--- src/sv/hdt_ram.sv ---
module hdt_ram #(
    parameter int WIDTH = 8,
    parameter int DEPTH = 16
) (
    input  logic                     clk,
    input  logic                     we,
    input  logic [$clog2(DEPTH)-1:0] waddr,
    input  logic [WIDTH-1:0]         wdata,
    input  logic [$clog2(DEPTH)-1:0] raddr,
    output logic [WIDTH-1:0]         rdata
);

    logic [WIDTH-1:0] mem [DEPTH];
    logic [WIDTH-1:0] rdata_reg;

    always_ff @(posedge clk)
    begin
        if (we)
        begin
            mem[waddr] <= wdata;
        end
        rdata_reg <= mem[raddr];
    end

    assign rdata = rdata_reg;

endmodule

--- config.mk ---
export PLATFORM = sky130hd
export DESIGN_NAME = hdt_ram
export DESIGN_NICKNAME = d
export VERILOG_FILES = /design/src/sv/hdt_ram.sv
export SDC_FILE = /design/constraint.sdc
export NUM_CORES = 1
export LEC_CHECK = 0
export BUFFER_PORTS_ARGS = -buffer_cell sky130_fd_sc_hd__buf_4
export CAP_MARGIN = 20
export CORE_UTILIZATION = 54
export CTS_CLUSTER_DIAMETER = 30
export CTS_CLUSTER_SIZE = 24
export DETAILED_ROUTE_END_ITERATION = 6
export PLACE_DENSITY = 0.73
export SLEW_MARGIN = 25
export SYNTH_ARGS = -nofsm -noshare
export SYNTH_HDL_FRONTEND = slang
export SYNTH_SLANG_ARGS = --single-unit
--- constraint.sdc ---
create_clock -name clk -period 1.94 [get_ports clk]
set_input_delay 0.582 -clock clk [delete_from_list [all_inputs] [get_ports clk]]
set_output_delay 0.582 -clock clk [all_outputs]
set_load 0.1 [all_outputs]
==> key figures <==
Clock tree
  • CTS root buf: clkbuf_8
  • Post-cts sizing count: 0
  • Setup repair bufs after CTS: 0
  • CTS tree: yes
  • Max H-tree Level: 4
  • Clk Latency, worst-skew pair: 0.51 ns
  • Worst-path clk slew: 0.06 ns
  • Clk buf depth: 2
  • Clk sinks: 136
  • CTS buffer count: 17
  • Cts hold-fix bufs: 0

Worst setup path
  • CP max-delay cell: dfxtp_1
  • Cell family with most CP delay: flip-flops
  • Buffers plus inverters on the worst setup path: 1
  • CP max stage delay: 0.36 ns
  • Stages on worst setup path: 1
  • R2r worst-path depth: 3
  • CP required: 1.36 ns
  • Crit-path cells: buf_4
  • Setup CP Type: reg2out
  • Max FO, Critical Path: 1
  • Crit path DAT: 1.18 ns
  • Worst reg-to-reg setup slack: 0.51 ns
  • Crit end category: primary output
  • Startpoint Class: register

Logic synthesis
  • Cell variety after synth: 19
  • Ys flop type: edfxtp_1
  • Largest family of logic cells by synthesized area: multiplexers
  • Synth cell count leaders: edfxtp_1, mux4_2, a22oi_1, mux4_1, nor2_1
  • Fraction of registers with async set/reset: 0
  • Post-synthesis mux area share: 0.1502
  • Post-Synth Adder-Cell Area: 0
  • Simple-Gate Fraction of Synth Area: 0.03184
  • Seq/Total Area, Yosys: 0.7778
  • Synth Net Count: 247
  • Number of flops mapped to enable cells by yosys: 128
  • Register bit total from synthesis: 136
  • Complex-gate fraction of the synthesized area: 0.02333
  • Dominant cell type by area after synthesis: edfxtp_1
  • Synth Area in XOR/XNOR: 0
  • Syn avg cell area: 22.48 µm²
  • Mapped Cells: 229
  • Most numerous cell in the Yosys netlist: edfxtp_1
  • Mapped Area: 5147 µm²
  • Main area contributors after synthesis: edfxtp_1, mux4_2, mux4_1
  • Top-area cell type share of the netlist area: 0.7467
  • YS warnings: 0

Global route
  • Largest net degree at the start of global routing: 17
  • GRT Resource Usage Total: 0.2219
  • Global route total overflow: 0
  • Vias in the first global route: 2560
  • Initial antenna violation count: 0
  • First-pass GRT wire length: 14950 µm

Routing
  • Vias: 2472
  • Met3 wire length: 679 µm
  • ANT nets after route: 0
  • Wl on met1: 3985 µm
  • Top Layer Used: met4
  • DR WL met2: 5176 µm
  • WL/cell: 23.23 µm
  • DR vias/cell: 5.762
  • DRC viols: 0
  • Initial DRC Count: 181
  • Total wire length: 9967 µm
  • Drt first pass iters: 4

Place
  • Placed cell area: 5645 µm²
  • Post-detail-place hpwl: 6235 µm
  • Count of port buffers added during placement: 25
  • GP Congestion: 0.7331

Finish
  • Max reg flops: 128
  • Synth-to-layout area growth: 21.49%
  • Final net count: 305
  • # fillers: 572
  • Antenna diodes: 0
  • Layout cells sized above 1: 0.3200
  • Design area: 6254 µm²

Floorplan
  • Row count: 35
  • Starting density of the core: 0.5571
  • Ports: 26
  • Die area: 9927 µm²
  • Placeable Area: 9240 µm²
  • Die W: 99.64 µm
  • Chip height: 99.64 µm

Flow run
  • Max_cap viols: 0

STA
  • Relative slew slack: 0.4424
  • Min Tclk post-route: 1.759 ns
  • Fin Clk Skew: 0.004445 ns
  • Final-report hold violation count: 0
  • Slew @ Worst Pin: 0.8333 ns
  • Total negative setup slack: 0 ns
  • RSZ-0062 raised after global routing: false
  • FMAX: 0.5686 GHz
  • Final setup viols: 0
  • Part of the cycle the worst path needs: 0.9066
  • Max Slew Vio Count: 0

Outcome
  • Status: finished clean

Power and ir drop
  • Power Dens Cells: 1136 nW/µm²
  • Pleak: 0.002160 µW
  • Peak VDD IR: 597.8 µV

Min path
  • Cells on Worst Hold Path: 1
  • HP Class: in2reg
path summary, 6_finish.rpt:
| path | from | endpoint |
|---|---|---|
| setup / recovery | rdata[6]$_DFF_P_ | rdata[6] |
| hold / removal | wdata[5] | mem[4][5]$_DFFE_PP_ |
| setup reg to reg | mem[8][4]$_DFFE_PP_ | rdata[4]$_DFF_P_ |
| hold reg to reg | mem[0][1]$_DFFE_PP_ | rdata[1]$_DFF_P_ |
per-layer routing:
metal / up-vias / global-route usage
met5: - / 0
met4: 0 / 0.07692
met3: 8 / 0.06465
met2: 103 / 0.3665
met1: 1273 / 0.2846
li1: 1088 / -
logic make-up (layout without fill, tap and decap cells):
logic type | Yosys count | count (layout)
AOI/OAI and AO/OA | 16 | 16
DFF | 136 | 136
buffers and inverters | 10 | 81
and+or+nand+nor | 35 | 35
muxes | 32 | 32
stage by stage:
step	worst slack (ns)	utilization	std cells	total power (µW)	hold slack (ns)
after floorplan	0.09185	-	229	3670	0.6293
after global placement	-0.06050	0.6110	397	3836	0.6566
after detailed placement	-0.06391	0.6110	397	3848	0.6616
after CTS	0.1666	0.6768	429	7142	0.3655
after global routing	0.1328	0.6768	429	7300	0.3681
final	0.1812	0.6768	429	7106	0.3824
layout by cell type (no fill, tap or decap), types with 3 or more instances in the layout:
master	netlist	layout
clkbuf_16	0	16
buf_12	0	4
bufinv_16	0	5
a22oi_1	16	16
dfxtp_1	8	8
nor2_1	13	13
nor3_1	4	3
buf_4	1	45
clkbuf_1	0	4
edfxtp_1	128	128
mux4_2	18	18
mux4_1	14	14
clkinv_2	0	5
nand2_1	9	9
where the power goes:
part / switching, µW / total (µW) / leakage (µW) / internal [µW]
sequential: 22.1 / 3310 / 0.00122 / 3290
combinational: 313 / 479 / 0.000635 / 166
clock: 1120 / 3320 / 0.000301 / 2200
cell type report:
| class | count | area (µm²) | area share |
|---|---|---|---|
| repair buffers | 49 | 417.9 | 0.06683 |
| well taps | 129 | 161.4 | 0.02581 |
| flip-flops and latches | 136 | 4004 | 0.6403 |
| clock buffers | 21 | 429.2 | 0.06863 |
| multi-input cells | 83 | 1062 | 0.1699 |
| clock inverters | 11 | 178.9 | 0.02861 |
(Power assumes the default switching activity.)
